## src/hw/rtl/jkve_pkg.sv

```systemverilog
package jkve_pkg;

    localparam int KEY_MAX    = 16;
    localparam int DEPTH_BITS = 8;
    localparam int QUEUE_DEPTH = 2;

    localparam logic [7:0] CH_COLON  = 8'h3A;
    localparam logic [7:0] CH_COMMA  = 8'h2C;
    localparam logic [7:0] CH_RBRACE = 8'h7D;
    localparam logic [7:0] CH_LBRACE = 8'h7B;
    localparam logic [7:0] CH_LBRACK = 8'h5B;
    localparam logic [7:0] CH_RBRACK = 8'h5D;
    localparam logic [7:0] CH_QUOTE  = 8'h22;
    localparam logic [7:0] CH_MINUS  = 8'h2D;
    localparam logic [7:0] CH_PLUS   = 8'h2B;
    localparam logic [7:0] CH_ZERO   = 8'h30;
    localparam logic [7:0] CH_NINE   = 8'h39;
    localparam logic [7:0] CH_SPACE  = 8'h20;

    localparam logic [1:0] REG_KEY_LOW  = 2'd0;
    localparam logic [1:0] REG_KEY_HIGH = 2'd1;
    localparam logic [1:0] REG_KEY_LEN  = 2'd2;

    localparam logic [31:0] MAG_LIMIT = 32'h8000_0000;
    localparam logic [DEPTH_BITS-1:0] DEPTH_MAX = {DEPTH_BITS{1'b1}};

    typedef enum logic [3:0] {
        PH_SCAN, PH_KEY, PH_COLON, PH_SPACE, PH_VSTR,
        PH_VOBJ, PH_VARR, PH_VPLAIN, PH_DONE
    } phase_t;

    // Classified byte handed from the front to the back.
    typedef struct packed {
        logic [7:0] data_byte;
        logic       eod;
        logic       is_quote;
        logic       is_colon;
        logic       is_space;
        logic       is_term;
        logic       is_sign;
        logic       is_digit;
    } cls_t;

    typedef struct packed {
        logic        value_valid;
        logic [7:0]  value_byte;
        logic        value_end;
        logic        value_closed;
        logic signed [31:0] int_value;
        logic        document_done;
        logic        key_found;
        logic        depth_overflow;
    } res_t;

endpackage

```

## src/hw/rtl/jkve_if.sv

```systemverilog
interface jkve_in_if;
    logic       valid;
    logic       ready;
    logic [7:0] data_byte;
    logic       end_of_document;
    modport source (output valid, data_byte, end_of_document, input ready);
    modport sink (input valid, data_byte, end_of_document, output ready);
endinterface

interface jkve_out_if;
    logic        valid;
    logic        ready;
    logic        value_valid;
    logic [7:0]  value_byte;
    logic        value_end;
    logic        value_closed;
    logic signed [31:0] int_value;
    logic        document_done;
    logic        key_found;
    logic        depth_overflow;
    modport source (output valid, value_valid, value_byte, value_end, value_closed,
                    int_value, document_done, key_found, depth_overflow, input ready);
    modport sink (input valid, value_valid, value_byte, value_end, value_closed,
                  int_value, document_done, key_found, depth_overflow, output ready);
endinterface

interface jkve_cfg_if;
    logic        valid;
    logic        ready;
    logic [1:0]  index;
    logic [63:0] data;
    modport source (output valid, index, data, input ready);
    modport sink (input valid, index, data, output ready);
endinterface

```

## src/hw/rtl/jkve_front.sv

```systemverilog
module jkve_front (
    jkve_in_if.sink         in_ch,
    output logic            q_push,
    output jkve_pkg::cls_t  q_word,
    input  logic            q_full
);

    logic [7:0] b;

    assign b = in_ch.data_byte;
    assign in_ch.ready = !q_full;
    assign q_push = in_ch.valid && !q_full;

    // Classify the byte; a zero byte also ends the document.
    always_comb
    begin
        q_word.data_byte = b;
        q_word.eod       = in_ch.end_of_document || (b == 8'd0);
        q_word.is_quote  = (b == jkve_pkg::CH_QUOTE);
        q_word.is_colon  = (b == jkve_pkg::CH_COLON);
        q_word.is_space  = (b == jkve_pkg::CH_SPACE) || (b >= 8'd9 && b <= 8'd13);
        q_word.is_term   = (b == jkve_pkg::CH_COMMA) || (b == jkve_pkg::CH_RBRACE);
        q_word.is_sign   = (b == jkve_pkg::CH_MINUS) || (b == jkve_pkg::CH_PLUS);
        q_word.is_digit  = (b >= jkve_pkg::CH_ZERO) && (b <= jkve_pkg::CH_NINE);
    end

endmodule

```

## src/hw/rtl/jkve_queue.sv

```systemverilog
module jkve_queue (
    input  logic            clk,
    input  logic            rst_n,
    input  logic            push,
    input  jkve_pkg::cls_t  push_word,
    output logic            full,
    input  logic            pop,
    output logic            not_empty,
    output jkve_pkg::cls_t  pop_word
);

    jkve_pkg::cls_t mem_reg [jkve_pkg::QUEUE_DEPTH];
    logic wr_ptr_reg, rd_ptr_reg;
    logic [1:0] count_reg;

    assign full      = (count_reg == 2'(jkve_pkg::QUEUE_DEPTH));
    assign not_empty = (count_reg != 2'd0);
    assign pop_word  = mem_reg[rd_ptr_reg];

    // Two-entry circular queue.
    always_ff @(posedge clk or negedge rst_n)
    begin
        if (!rst_n)
        begin
            wr_ptr_reg <= 1'b0;
            rd_ptr_reg <= 1'b0;
            count_reg  <= 2'd0;
        end
        else
        begin
            if (push)
                wr_ptr_reg <= !wr_ptr_reg;
            if (pop)
                rd_ptr_reg <= !rd_ptr_reg;
            count_reg <= count_reg + 2'(push) - 2'(pop);
        end
    end

    always_ff @(posedge clk)
    begin
        if (push)
            mem_reg[wr_ptr_reg] <= push_word;
    end

endmodule

```

## src/hw/rtl/jkve_back.sv

```systemverilog
module jkve_back (
    input  logic            clk,
    input  logic            rst_n,
    input  logic            q_valid,
    input  jkve_pkg::cls_t  q_word,
    output logic            q_pop,
    jkve_cfg_if.sink        cfg,
    jkve_out_if.source      out_ch
);

    localparam int DB = jkve_pkg::DEPTH_BITS;

    jkve_pkg::phase_t phase_reg, phase_next;
    logic [4:0]  mpos_reg, mpos_next;
    logic        mfail_reg, mfail_next;
    logic [DB-1:0] depth_reg, depth_next;
    logic [31:0] acc_reg, acc_next;
    logic        neg_reg, neg_next, act_reg, act_next;
    logic        found_reg, found_next, ovf_reg, ovf_next;
    logic [63:0] key_low_reg, key_high_reg;
    logic [4:0]  key_len_reg;

    logic        ovalid_reg;
    jkve_pkg::res_t res_reg, res_next;

    logic        step;
    logic [7:0]  b;
    logic [7:0]  kchar;
    logic [35:0] prod;
    logic [31:0] ires;
    logic        nz;

    assign cfg.ready = 1'b1;
    assign q_pop = q_valid && (!ovalid_reg || out_ch.ready);
    assign step  = q_pop;
    assign b     = q_word.data_byte;
    assign nz    = (b != 8'd0);

    assign kchar = mpos_reg[3] ? key_high_reg[{mpos_reg[2:0], 3'b000} +: 8]
                               : key_low_reg[{mpos_reg[2:0], 3'b000} +: 8];
    assign prod  = 36'({acc_reg, 3'b000}) + 36'({acc_reg, 1'b0})
                   + 36'(b - jkve_pkg::CH_ZERO);

    // Key registers.
    always_ff @(posedge clk or negedge rst_n)
    begin
        if (!rst_n)
        begin
            key_low_reg  <= '0;
            key_high_reg <= '0;
            key_len_reg  <= '0;
        end
        else if (cfg.valid)
        begin
            unique case (cfg.index)
                jkve_pkg::REG_KEY_LOW:  key_low_reg  <= cfg.data;
                jkve_pkg::REG_KEY_HIGH: key_high_reg <= cfg.data;
                jkve_pkg::REG_KEY_LEN:  key_len_reg  <= cfg.data[4:0];
                default: ;
            endcase
        end
    end

    // Parser state and result register.
    always_ff @(posedge clk or negedge rst_n)
    begin
        if (!rst_n)
        begin
            phase_reg  <= jkve_pkg::PH_SCAN;
            mpos_reg   <= '0;
            mfail_reg  <= 1'b0;
            depth_reg  <= '0;
            acc_reg    <= '0;
            neg_reg    <= 1'b0;
            act_reg    <= 1'b0;
            found_reg  <= 1'b0;
            ovf_reg    <= 1'b0;
            ovalid_reg <= 1'b0;
        end
        else
        begin
            if (step)
            begin
                phase_reg <= phase_next;
                mpos_reg  <= mpos_next;
                mfail_reg <= mfail_next;
                depth_reg <= depth_next;
                acc_reg   <= acc_next;
                neg_reg   <= neg_next;
                act_reg   <= act_next;
                found_reg <= found_next;
                ovf_reg   <= ovf_next;
            end
            if (step)
                ovalid_reg <= 1'b1;
            else if (out_ch.ready)
                ovalid_reg <= 1'b0;
        end
    end

    always_ff @(posedge clk)
    begin
        if (step)
            res_reg <= res_next;
    end

    // Next state for one byte.
    always_comb
    begin
        logic first_int;
        logic feed_int;
        logic fin;
        logic fin_closed;
        logic up;
        logic emit;
        logic [31:0] acc_v;
        logic neg_v;
        logic act_v;
        logic [DB-1:0] depth_v;
        logic ovf_v;
        first_int  = 1'b0;
        feed_int   = 1'b0;
        fin        = 1'b0;
        fin_closed = 1'b0;
        up         = 1'b0;
        emit       = 1'b0;
        phase_next = phase_reg;
        mpos_next  = mpos_reg;
        mfail_next = mfail_reg;
        depth_v    = depth_reg;
        found_next = found_reg;
        if (nz)
        begin
            unique case (phase_reg)
                jkve_pkg::PH_SCAN:
                    if (q_word.is_quote)
                    begin
                        phase_next = jkve_pkg::PH_KEY;
                        mpos_next  = '0;
                        mfail_next = 1'b0;
                    end
                jkve_pkg::PH_KEY:
                    if (q_word.is_quote)
                    begin
                        if (!mfail_reg && mpos_reg == key_len_reg)
                        begin
                            found_next = 1'b1;
                            phase_next = jkve_pkg::PH_COLON;
                        end
                        else
                            phase_next = jkve_pkg::PH_SCAN;
                    end
                    else if (!mfail_reg)
                    begin
                        if (mpos_reg >= key_len_reg || mpos_reg >= 5'(jkve_pkg::KEY_MAX)
                            || b != kchar)
                            mfail_next = 1'b1;
                        else
                            mpos_next = mpos_reg + 5'd1;
                    end
                jkve_pkg::PH_COLON:
                    if (q_word.is_colon)
                        phase_next = jkve_pkg::PH_SPACE;
                jkve_pkg::PH_SPACE:
                    if (!q_word.is_space)
                    begin
                        first_int = 1'b1;
                        if (q_word.is_quote)
                            phase_next = jkve_pkg::PH_VSTR;
                        else if (b == jkve_pkg::CH_LBRACE || b == jkve_pkg::CH_LBRACK)
                        begin
                            depth_v = '0;
                            up = 1'b1;
                            emit = 1'b1;
                            phase_next = (b == jkve_pkg::CH_LBRACE) ? jkve_pkg::PH_VOBJ
                                                                    : jkve_pkg::PH_VARR;
                        end
                        else if (q_word.is_term)
                        begin
                            fin = 1'b1;
                            fin_closed = 1'b1;
                        end
                        else
                        begin
                            phase_next = jkve_pkg::PH_VPLAIN;
                            emit = 1'b1;
                        end
                    end
                jkve_pkg::PH_VSTR:
                begin
                    feed_int = 1'b1;
                    if (q_word.is_quote)
                    begin
                        fin = 1'b1;
                        fin_closed = 1'b1;
                    end
                    else
                        emit = 1'b1;
                end
                jkve_pkg::PH_VOBJ, jkve_pkg::PH_VARR:
                begin
                    feed_int = 1'b1;
                    emit = 1'b1;
                    if ((phase_reg == jkve_pkg::PH_VOBJ && b == jkve_pkg::CH_LBRACE) ||
                        (phase_reg == jkve_pkg::PH_VARR && b == jkve_pkg::CH_LBRACK))
                        up = 1'b1;
                    else if ((phase_reg == jkve_pkg::PH_VOBJ && b == jkve_pkg::CH_RBRACE) ||
                             (phase_reg == jkve_pkg::PH_VARR && b == jkve_pkg::CH_RBRACK))
                    begin
                        if (depth_v != '0)
                            depth_v = depth_v - DB'(1);
                        if (depth_v == '0)
                        begin
                            fin = 1'b1;
                            fin_closed = 1'b1;
                        end
                    end
                end
                jkve_pkg::PH_VPLAIN:
                    if (q_word.is_term)
                    begin
                        fin = 1'b1;
                        fin_closed = 1'b1;
                    end
                    else
                    begin
                        feed_int = 1'b1;
                        emit = 1'b1;
                    end
                jkve_pkg::PH_DONE: ;
                default: ;
            endcase
        end

        // Depth count with saturation.
        ovf_v = ovf_reg;
        if (up)
        begin
            if (depth_v >= jkve_pkg::DEPTH_MAX)
                ovf_v = 1'b1;
            else
                depth_v = depth_v + DB'(1);
        end

        // Integer reader: a leading sign or digit opens it, digits accumulate with saturation.
        acc_v = acc_reg;
        neg_v = neg_reg;
        act_v = act_reg;
        if (first_int)
        begin
            acc_v = '0;
            neg_v = (b == jkve_pkg::CH_MINUS);
            act_v = 1'b1;
            if (q_word.is_digit)
                acc_v = 32'(b - jkve_pkg::CH_ZERO);
            else if (!q_word.is_sign)
                act_v = 1'b0;
        end
        else if (feed_int && act_reg)
        begin
            if (q_word.is_digit)
                acc_v = (prod > 36'(jkve_pkg::MAG_LIMIT)) ? jkve_pkg::MAG_LIMIT : prod[31:0];
            else
                act_v = 1'b0;
        end

        if (q_word.eod && phase_reg != jkve_pkg::PH_SCAN && phase_reg != jkve_pkg::PH_KEY
            && phase_next != jkve_pkg::PH_DONE && phase_next != jkve_pkg::PH_SCAN
            && phase_next != jkve_pkg::PH_KEY)
            fin = 1'b1;
        else if (q_word.eod && !fin && (phase_next == jkve_pkg::PH_COLON))
            fin = 1'b1;
        if (fin)
            phase_next = jkve_pkg::PH_DONE;

        ires = neg_v ? (32'd0 - acc_v) : ((acc_v > 32'h7FFF_FFFF) ? 32'h7FFF_FFFF : acc_v);

        res_next.value_valid    = emit;
        res_next.value_byte     = emit ? b : 8'd0;
        res_next.value_end      = fin;
        res_next.value_closed   = fin && fin_closed;
        res_next.int_value      = fin ? $signed(ires) : 32'sd0;
        res_next.document_done  = q_word.eod;
        res_next.key_found      = q_word.eod && found_next;
        res_next.depth_overflow = ovf_v;

        // Document end returns the parser to its reset state.
        if (q_word.eod)
        begin
            phase_next = jkve_pkg::PH_SCAN;
            mpos_next  = '0;
            mfail_next = 1'b0;
            depth_v    = '0;
            acc_v      = '0;
            neg_v      = 1'b0;
            act_v      = 1'b0;
            found_next = 1'b0;
            ovf_v      = 1'b0;
        end
        depth_next = depth_v;
        acc_next   = acc_v;
        neg_next   = neg_v;
        act_next   = act_v;
        ovf_next   = ovf_v;
    end

    assign out_ch.valid          = ovalid_reg;
    assign out_ch.value_valid    = res_reg.value_valid;
    assign out_ch.value_byte     = res_reg.value_byte;
    assign out_ch.value_end      = res_reg.value_end;
    assign out_ch.value_closed   = res_reg.value_closed;
    assign out_ch.int_value      = res_reg.int_value;
    assign out_ch.document_done  = res_reg.document_done;
    assign out_ch.key_found      = res_reg.key_found;
    assign out_ch.depth_overflow = res_reg.depth_overflow;

endmodule

```

## src/hw/rtl/json_key_value_extractor_top.sv

```systemverilog
// JSON key/value extractor.
// Channels: in_ch takes one document byte per word (data_byte, end_of_document);
// out_ch gives exactly one result word per input word; cfg writes the key
// registers (index 0 low key bytes, 1 high key bytes, 2 key length).
// Throughput is one byte per cycle while the receiver takes result words: the front
// classifies a byte as it is taken, a two-word queue holds it, and the back updates
// the parser state and its ten-times integer accumulator for each byte.
// An accepted byte is written into the queue, and the back then registers its
// result word in the output register.
// When the receiver stalls the output register holds its word, the queue
// fills, and in_ch.ready drops after two more words.
// Reset clears the parser to scanning, the key registers to zero and empties
// the queue and output register. Configuration writes are always ready; the user must
// make them only while the block is idle, as the block itself does not enforce it.
module json_key_value_extractor_top (
    input  logic        clk,
    input  logic        rst_n,
    jkve_in_if.sink     in_ch,
    jkve_out_if.source  out_ch,
    jkve_cfg_if.sink    cfg
);

    logic           q_push, q_full, q_pop, q_ne;
    jkve_pkg::cls_t q_in, q_out;

    jkve_front u_front (
        .in_ch(in_ch),
        .q_push(q_push), .q_word(q_in), .q_full(q_full)
    );

    jkve_queue u_queue (
        .clk(clk), .rst_n(rst_n), .push(q_push), .push_word(q_in), .full(q_full),
        .pop(q_pop), .not_empty(q_ne), .pop_word(q_out)
    );

    jkve_back u_back (
        .clk(clk), .rst_n(rst_n), .q_valid(q_ne), .q_word(q_out), .q_pop(q_pop),
        .cfg(cfg), .out_ch(out_ch)
    );

endmodule

```

## src/flat_wrapper.sv

```systemverilog
// flat-port wrapper written by rule: the top's interface ports become plain ports
module json_key_value_extractor_top_flat 
  (clk, rst_n, in_ch_valid, in_ch_data_byte, in_ch_end_of_document, in_ch_ready, out_ch_valid, out_ch_value_valid, out_ch_value_byte, out_ch_value_end, out_ch_value_closed, out_ch_int_value, out_ch_document_done, out_ch_key_found, out_ch_depth_overflow, out_ch_ready, cfg_valid, cfg_index, cfg_data, cfg_ready);
  jkve_in_if in_ch_i ();
  jkve_out_if out_ch_i ();
  jkve_cfg_if cfg_i ();
  input  logic clk;
  input  logic rst_n;
  input wire logic [$bits(in_ch_i.valid)-1:0] in_ch_valid;
  input wire logic [$bits(in_ch_i.data_byte)-1:0] in_ch_data_byte;
  input wire logic [$bits(in_ch_i.end_of_document)-1:0] in_ch_end_of_document;
  output wire logic [$bits(in_ch_i.ready)-1:0] in_ch_ready;
  output wire logic [$bits(out_ch_i.valid)-1:0] out_ch_valid;
  output wire logic [$bits(out_ch_i.value_valid)-1:0] out_ch_value_valid;
  output wire logic [$bits(out_ch_i.value_byte)-1:0] out_ch_value_byte;
  output wire logic [$bits(out_ch_i.value_end)-1:0] out_ch_value_end;
  output wire logic [$bits(out_ch_i.value_closed)-1:0] out_ch_value_closed;
  output wire logic [$bits(out_ch_i.int_value)-1:0] out_ch_int_value;
  output wire logic [$bits(out_ch_i.document_done)-1:0] out_ch_document_done;
  output wire logic [$bits(out_ch_i.key_found)-1:0] out_ch_key_found;
  output wire logic [$bits(out_ch_i.depth_overflow)-1:0] out_ch_depth_overflow;
  input wire logic [$bits(out_ch_i.ready)-1:0] out_ch_ready;
  input wire logic [$bits(cfg_i.valid)-1:0] cfg_valid;
  input wire logic [$bits(cfg_i.index)-1:0] cfg_index;
  input wire logic [$bits(cfg_i.data)-1:0] cfg_data;
  output wire logic [$bits(cfg_i.ready)-1:0] cfg_ready;
  assign in_ch_i.valid = in_ch_valid;
  assign in_ch_i.data_byte = in_ch_data_byte;
  assign in_ch_i.end_of_document = in_ch_end_of_document;
  assign in_ch_ready = in_ch_i.ready;
  assign out_ch_valid = out_ch_i.valid;
  assign out_ch_value_valid = out_ch_i.value_valid;
  assign out_ch_value_byte = out_ch_i.value_byte;
  assign out_ch_value_end = out_ch_i.value_end;
  assign out_ch_value_closed = out_ch_i.value_closed;
  assign out_ch_int_value = out_ch_i.int_value;
  assign out_ch_document_done = out_ch_i.document_done;
  assign out_ch_key_found = out_ch_i.key_found;
  assign out_ch_depth_overflow = out_ch_i.depth_overflow;
  assign out_ch_i.ready = out_ch_ready;
  assign cfg_i.valid = cfg_valid;
  assign cfg_i.index = cfg_index;
  assign cfg_i.data = cfg_data;
  assign cfg_ready = cfg_i.ready;
  json_key_value_extractor_top u_core (.clk(clk), .rst_n(rst_n), .in_ch(in_ch_i), .out_ch(out_ch_i), .cfg(cfg_i));
endmodule
```

## config.mk

```make
export PLATFORM = sky130hd
export DESIGN_NAME = json_key_value_extractor_top_flat
export DESIGN_NICKNAME = d
export VERILOG_FILES = /design/src/hw/rtl/jkve_pkg.sv /design/src/hw/rtl/jkve_if.sv /design/src/hw/rtl/jkve_front.sv /design/src/hw/rtl/jkve_queue.sv /design/src/hw/rtl/jkve_back.sv /design/src/hw/rtl/json_key_value_extractor_top.sv /design/src/flat_wrapper.sv
export SDC_FILE = /design/constraint.sdc
export NUM_CORES = 1
export LEC_CHECK = 0
export BUFFER_PORTS_ARGS = -buffer_cell sky130_fd_sc_hd__buf_2
export CORE_MARGIN = 2
export CORE_UTILIZATION = 50
export CTS_CLUSTER_DIAMETER = 40
export DETAILED_ROUTE_END_ITERATION = 8
export PLACE_DENSITY = 0.74
export SETUP_SLACK_MARGIN = 0.3
export SYNTH_ARGS = -nofsm -noshare
export SYNTH_HDL_FRONTEND = slang
export SYNTH_HIERARCHICAL = 1
export SYNTH_SLANG_ARGS = --single-unit
```

## constraint.sdc

```tcl
create_clock -name clk -period 20.3 [get_ports clk]
set_clock_uncertainty 0.05 [all_clocks]
set_input_delay 3.045 -clock clk [delete_from_list [all_inputs] [get_ports clk]]
set_output_delay 3.045 -clock clk [all_outputs]
set_load 0.1 [all_outputs]
```

# After elaboration in Yosys (flattened, before gate mapping)
# Memory sizes are Yosys's and may differ from the RTL's.
# Index checks and enable logic that the tools add are counted.
# totals
register_bits	238
in_bits	80
mem_count	1
wordCells	236
mem_bits_rw	30
out_inout_bits	49
# memory_table
name	words	width	rd	rd_clocked_by_memory_dff	write_ports	line_no	text
u_core.u_queue.mem_reg	2	15	1	0	1	jkve_queue.sv:12	jkve_pkg::cls_t mem_reg [jkve_pkg::QUEUE_DEPTH];
# op_classes
reduce_logical	56
shift	2
n_eq_ne	33
addsub	10
mux	101
n_lt_le_gt_ge	9
# ops
operator	n
$mux W32	8
$shiftx A64 B7 Y8	2
$mux W8	15
$eq A8 B6 Y1 const B	7
$mux W1	52
$eq A8 B7 Y1 const B	5
$mux W4	10
$add A35 B33 Y36	1
$add A36 B36 Y36	1
$gt A36 B32 Y1 const B	1
$gt A32 B31 Y1 const B	1
$sub A1 B32 Y32 const A	1
$mux W5	6
$logic_and A1 B1 Y1	19
$sub A8 B6 Y9 const B	2
$eq A4 B3 Y1 const B	4
$logic_not A8 Y1	2
$pmux W4 S4	1
$pmux W8 S2	1
$reduce_bool A8 Y1	2
$eq A4 B2 Y1 const B	3
$ne A3 B3 Y1 const B	4
$logic_or A1 B1 Y1	10
$pmux W5 S2	1
35 further kinds	52

# Longest topological paths before layout
# Gate-level depths: netlist of the first run.
# An unclocked memory read counts as a cell.
# logic_depth
ltp_word	21
depth_mapped	29
mapped_depth_nobuf	25

# Modules after synthesis
# The synthesis of the first run kept the hierarchy.
# by_module_without_submodules
mod	cells_each	area_per_inst_um2	seq_area_each_um2	n_inst
jkve_back	1552	16020.4	6085.8	1
jkve_queue	62	1333.8	1001.0	1
jkve_front	38	265.3	0.0	1

# Worst setup path before layout of the first run
# OpenSTA, ideal clock, no wires.
# synth_path
path_kind	reg-to-reg
start	register u_core.u_queue.rd_ptr_reg
end	register u_core.u_back.res_reg (netlist bit u_core/u_back/out_ch.int_value[28]) (data pin)
setup_ns	0.203
path_stages_with_launch	29
synth_period_minus_slack_ns	9.152
setup_slack_ns	11.148
arrival_ns	8.899
cell_sequence	dfrtp_1 > buf_6 > buf_12 > mux2_4 > ha_1 > nor3_1 > inv_1 > fa_1 > inv_1 > ha_1 > buf_2 > nand2_1 > o21ai_1 > a221o_1 > or2_4 > a31oi_1 > nor4b_1 > and4_4 > a41oi_2 > buf_6 > nor2_4 > a222oi_1 > ha_1 > nand2_1 > nor4_1 > o211ai_2 > nor3_2 > a31oi_1 > a2111oi_1
# synth_rtl
item	line_no	text
start, declared	jkve_queue.sv:13	logic wr_ptr_reg, rd_ptr_reg;
start signal, assigned	jkve_queue.sv:34	rd_ptr_reg <= !rd_ptr_reg;
end signal, assigned	jkve_back.sv:104	res_reg <= res_next;
end, declared	jkve_back.sv:24	jkve_pkg::res_t res_reg, res_next;

==> flow_summary.toml, run 1 <==
[status]
status = "finished, final reports clean"

[die]
die_h_um = 191.7
initial_core_util_pct = 50.88
die-area_sq_mm = 0.03676
num_rows = 68
io_pins = 129
die-width_um = 191.7
fp.coreArea_sq_mm = 0.03463

[synthesis]
synth_cell_type_count = 110
ys_ff_latch = 268
synth_edf_count = 76
avgSynthCellArea_sq_um = 10.67
synth-main-ff-cell = "dfrtp_1"
syn_inst = 1652
netlist_area_sq_mm = 0.01762
synth_nets = 1817
synth-async-reset-ratio_pct = 71.64
synth_warnings = 6
synth_seq_area_share_pct = 40.22

[clocking]
htree_levels = 2
clk_latency_ns = 0.51
cts_setup_buffers = 0
cts-buffers-inserted = 34
cts_sinks = 268
cts_max_path_buffers = 3
cts-root-buf = "clkbuf_16"
cts_resized = 0
cts.reportedPaths.clkPinSlew_ns = 0.06
cts_tree = "built"
hold_buffers = 0

[detailed_routing]
drt-wirelength-per-cell_um = 22.10
drtPass1Iterations = 6
drtIter0Drc = 1580
via_per_inst = 6.391
wl_um = 48570
vias = 14048
route.detailed.drc = 0
drt.antenna.violating_nets = 0

[grt]
antenna_found_initial = 5
grt.overflow.total = 0
groute.usage.overall_pct = 26.79
grt_pass1_vias = 13915
grt_pass1_wl_um = 77600
grt_max_degree = 111

[power_and_ir_drop]
finalPower_mw = 2.180
p_per_area_mw_per_mm2 = 111.5
power_leakage_nw = 8.120
ir_worst_vdd_v = 0.0001260

[layout]
final_nets = 1881
final_util_pct = 56.47
finalInstanceArea_sq_mm = 0.01956
areaGrowthSynthToFinish_pct = 10.99
drive_gt1_share_pct = 25.62

[worst_setup_path]
critPathKind = "register to register"
crit_fanout = 29
arrival_ns = 9.29
cp-start-kind = "register"
cp-end-kind = "register"
crit_required_ns = 20.55

[timing]
final-max-slew-violation-count = 0
finalHoldViolations = 0
clock.fmax_mhz = 110.6
min_period_ns = 9.042
period_share_pct = 44.54
worst_slack_ns = 11.26
rsz0062_at_grt = "false"
setup-tns-final_ns = 0
slew_headroom_pct = 24.23
worst_pin_slew_ns = 1.127
setup_viol = 0

[worst_hold_path]
min_path_type = "register to register"

[job]
cap_violations = 0

[placement]
numPortBuffers = 127
pre_cts_ws_ns = 11.42
gp_congestion = 0.9407
place_area_sq_mm = 0.01844
dp_hpwl_um = 34600
critical path, cell delays in order, from the launching register on:
cell	delay, ns
dfrtp_1	0.88
mux2_4	0.39
ha_1	0.29
nor3_2	0.20
buf_4	0.45
inv_1	0.11
fa_1	0.50
inv_1	0.04
ha_1	0.45
a21oi_1	0.34
o21ai_0	0.27
a22oi_1	0.46
nand3_1	0.16
xnor2_1	0.22
nor2b_1	0.17
and4_4	0.21
a41oi_2	0.74
nor2_4	0.16
a222oi_1	0.60
ha_1	0.28
nand2_1	0.10
nor4_1	0.25
o211ai_2	0.24
nor3_2	0.70
a31oi_1	0.18
a2111oi_1	0.39
placed cells by master, fill, tap and decap left out, drive strengths merged, types with 42 or more instances in the layout:
master / instances
a21oi: 112
buf: 143
clkbuf: 42
dfrtp: 192
edfxtp: 76
ha: 54
inv: 47
mux2: 148
nand2: 138
nor2: 84
o21ai: 105
Yosys cell counts, drive strengths merged, types with 12 or more instances:
master    n  area (sq um)
xnor2    27         236.5
nor2b    13         81.33
o31ai    17         132.6
a21o     23         173.9
fa       31         620.6
mux2    148          1700
mux4     40         900.9
nor3     33         170.2
nand2   138         520.5
buf      49         316.6
a31oi    23         165.2
a211oi   18         150.2
inv      39         146.4
and2     17         106.4
nor4     25         186.4
ha       54         675.7
nor2     84         322.8
xor2     32         280.3
or3      12         75.07
or2      12         77.58
dfrtp   192          4805
clkbuf   67         251.5
nand2b   13         81.33
o21ai   105         551.8
nand3    41         210.2
nand4    18         118.9
a22o     20         175.2
edfxtp   76          2282
a21oi   112         571.8
o21a     14         105.1
cells by family (layout without fill, tap and decap cells):
group	count (synthesis)	in the layout	synth area share (%)
compound gates	435	435	16.76
simple gates	449	449	13.13
buf+inv	155	244	4.055
fa+ha+maj	85	85	7.357
xor+xnor	60	60	3.068
mux	199	199	15.39
flops	268	268	40.22
other cells	1	3	0.02128
worst paths after layout:
check | startpoint | end | slack [ns] | cells after the start
min | u_core/u_queue/wr_ptr_reg | u_core/u_queue/wr_ptr_reg | 0.44 | 1
max reg2reg | u_core/u_queue/rd_ptr_reg | u_core/u_back/out_ch.int_value[28] | 11.26 | 25
min in group asynchronous | rst_n | u_core/u_back/acc_reg[31] | 2.54 | 1
min reg2reg | u_core/u_queue/wr_ptr_reg | u_core/u_queue/wr_ptr_reg | 0.44 | 1
max in group asynchronous | rst_n | u_core/u_back/key_high_reg[34] | 15.93 | 2
max | u_core/u_queue/rd_ptr_reg | u_core/u_back/out_ch.int_value[28] | 11.26 | 25
through the flow:
step / instances / hold slack (ns)
finish: 2198 / 0.4402
global route: 2197 / 0.4515
CTS: 2196 / 0.4418
detailed placement: 2135 / 0.4320
global placement: 2135 / 0.4206
floorplan: 1652 / 0.4055
power by group:
part	leakage, nW	internal, mW	switching [mW]
Combinational	4.45	0.250	0.616
Clock	0.545	0.345	0.243
Sequential	3.12	0.669	0.0579
layout make-up:
class                           count  area (sq um)
Antenna cell                        2         5.005
Sequential cell                   268          7088
Inverter                           39         146.4
Clock inverter                     20         191.4
Tap cell                          455         569.3
Multi-Input combinational cell   1229          9864
Timing Repair Buffer              144         772.0
Clock buffer                       41         918.4
Fill cell                        2847         15070
routing by layer:
metal,vias to the layer above,GRT usage (%),part of all wire (%)
met3,124,4.495,7.9
met5,-,0,0.11
met2,667,41.97,46
met1,6927,38.03,43
met4,8,8.639,3.0
li1,6322,-,-
No activity file was read; power rests on OpenSTA's default activity.
==> run 2: changes to the inputs <==
--- a/config.mk
+++ b/config.mk
@@ -10,7 +10,7 @@
 export CORE_UTILIZATION = 50
 export CTS_CLUSTER_DIAMETER = 40
 export DETAILED_ROUTE_END_ITERATION = 8
-export PLACE_DENSITY = 0.74
+export PLACE_DENSITY = 0.77
 export SETUP_SLACK_MARGIN = 0.3
 export SYNTH_ARGS = -nofsm -noshare
 export SYNTH_HDL_FRONTEND = slang
==> constraint.sdc (replaced) <==
create_clock -name clk -period 7.45 [get_ports clk]
set_clock_uncertainty 0.05 [all_clocks]
set_input_delay 1.1175 -clock clk [delete_from_list [all_inputs] [get_ports clk]]
set_output_delay 1.1175 -clock clk [all_outputs]
set_load 0.1 [all_outputs]
==> run 2 against run 1 <==
  * Critical endpoint is now u_core/u_back/out_ch.int_value[24]
  * Clock power grew to 2.8 times the previous value
  * Global-route usage is 0.65 points higher
  * First-iteration DRC count is 6.6% lower
  * Sequential power grew to 2.7 times the previous value
  * Count of clock-buffer cells in the layout is 4 higher
  * Critical path depth is 3 lower
  * Cell count is 0.91% higher
  * Via count is 2.7% higher
  * Sequential cell count stayed put
==> flow_summary.toml, run 2 (synthesized netlist as in run 1, its figures left out) <==
[placement]
dp_hpwl_um = 35900
gp_congestion = 0.9999
place_area_sq_mm = 0.01861
dp_cells = 2151
numPortBuffers = 127

[timing]
final-max-slew-violation-count = 0
clock.fmax_mhz = 144.3
min_period_ns = 6.930
holdWs_ns = 0.4520
setup_viol = 0
period_share_pct = 93.02
finalHoldViolations = 0
rsz0062_at_grt = "false"
slew_headroom_pct = 22.18
setup-tns-final_ns = 0
worst_pin_slew_ns = 1.166

[worst_hold_path]
holdPathStages = 1
min_path_type = "register to register"

[grt]
antenna_found_initial = 3
groute.usage.overall_pct = 27.44
grt_pass1_vias = 13900
grt_pass1_wl_um = 79010
grt_max_degree = 84
grt.overflow.total = 0

[die]
die-area_sq_mm = 0.03676
initial_core_util_pct = 50.88
fp.coreArea_sq_mm = 0.03463
die_h_um = 191.7
die-width_um = 191.7
num_rows = 68
io_pins = 129

[clocking]
cts-root-buf = "clkbuf_16"
cts_max_path_buffers = 3
hold_buffers = 0
cts.reportedPaths.clkPinSlew_ns = 0.06
htree_levels = 2
clk_latency_ns = 0.53
cts_sinks = 268
cts_tree = "built"
cts-buffers-inserted = 34

[layout]
final_util_pct = 57.40
drive_gt1_share_pct = 27.41
fill_cells = 2792
layout_common_cells = "190 x dfrtp_1, 139 x mux2_2, 136 x nand2_1"
areaGrowthSynthToFinish_pct = 12.80
final_nets = 1901
final_common_cell = "dfrtp_1"
stdcell_count = 2218
finalInstanceArea_sq_mm = 0.01988

[detailed_routing]
met2_length_um = 23490
drtPass1Iterations = 6
vias = 14432
met3_length_um = 4319
wl_met1_um = 21150
highest_layer = "met5"
drt-wirelength-per-cell_um = 22.74
wl_um = 50440
via_per_inst = 6.507
drt.antenna.violating_nets = 0
route.detailed.drc = 0
drtIter0Drc = 1476

[worst_setup_path]
cp-end-kind = "register"
crit_fanout = 29
crit_path_max_incr_delay_ns = 0.49
critPathKind = "register to register"
arrival_ns = 7.13
path_depth = 22
crit_required_ns = 7.65
r2r_cells = 22
reg2reg_setup_slack_ns = 0.52
crit_slowest_cell = "ha_1"
cp-start-kind = "register"
path_buf_inv = 1
crit_chain = "mux2_4 > ha_4 > nor3_4 > buf_12 > fa_1 > ha_1 > nand4_1 > nor4_2 > nand3_1 > and4_1 > or3_1 > nand3b_1 > nand4bb_1 > nor2_4 > a222oi_1 > ha_2 > nand2_1 > nor4_2 > o211ai_2 > or3_4 > nor3_1 > a221oi_1"
cpMostUsedCell = "nor4_2"
critical_path.top_delay_family = "simple AND/OR/NAND/NOR gates"

[power_and_ir_drop]
p_per_area_mw_per_mm2 = 306.7
power_leakage_nw = 8.239
ir_worst_vdd_v = 0.0003296

[job]
cap_violations = 0

[status]
status = "finished, final reports clean"
==> run 2: layer usage <==
layer / vias to the layer above / track usage, %
met3: 116 / 4.805
met2: 758 / 43.09
met4: 6 / 7.899
met5: - / 0
li1: 6363 / -
met1: 7189 / 39.13
==> run 2: path summary, 6_finish.rpt <==
path | start | end
max | u_core/u_queue/rd_ptr_reg | u_core/u_back/out_ch.int_value[24]
min | u_core/u_queue/wr_ptr_reg | u_core/u_queue/wr_ptr_reg
max reg2reg | u_core/u_queue/rd_ptr_reg | u_core/u_back/out_ch.int_value[24]
min reg2reg | u_core/u_queue/wr_ptr_reg | u_core/u_queue/wr_ptr_reg
max in group asynchronous | rst_n | u_core/u_back/key_low_reg[26]
min in group asynchronous | rst_n | u_core/u_back/acc_reg[27]
==> run 2: worst register-to-register path, stage by stage, from the launching register on <==
cell	delay, ns
dfrtp_2	0.47
mux2_4	0.36
ha_4	0.20
nor3_4	0.15
buf_12	0.24
fa_1	0.49
ha_1	0.49
nand4_1	0.22
nor4_2	0.36
nand3_1	0.27
and4_1	0.26
or3_1	0.39
nand3b_1	0.20
nand4bb_1	0.26
nor2_4	0.08
a222oi_1	0.45
ha_2	0.29
nand2_1	0.09
nor4_2	0.19
o211ai_2	0.25
or3_4	0.48
nor3_1	0.25
a221oi_1	0.17
==> run 2: per-stage QoR <==
step           power, mW  setup slack, ns
3_3_place_gp       4.343           0.4968
3_5_place_dp       4.400           0.3124
5_1_grt            6.345           0.2604
4_1_cts            6.071           0.4535
6_report           6.097           0.5201
2_1_floorplan      3.805           0.3162
==> run 2: layout make-up <==
cell class                      count  area (sq um)  share of cell area [%]
Antenna cell                        1         2.502                 0.01259
Clock buffer                       45         963.4                   4.847
Clock inverter                     17         197.7                  0.9947
Inverter                           39         146.4                  0.7365
Multi-Input combinational cell   1229          9972                   50.17
Sequential cell                   268          7089                   35.67
Tap cell                          455         569.3                   2.864
Timing Repair Buffer              164         934.6                   4.703
==> run 2: where the power goes <==
group / leakage [nW] / internal, mW / switching (mW)
Combinational: 4.55 / 0.729 / 1.75
Clock: 0.569 / 0.976 / 0.682
Sequential: 3.12 / 1.82 / 0.141
==> run 2: repair_timing <==
item	4_1_cts	5_1_grt
pin swaps	0	3
endpoints found under the setup margin	2	16
gates resized for setup	1	15
setup buffers	0	4
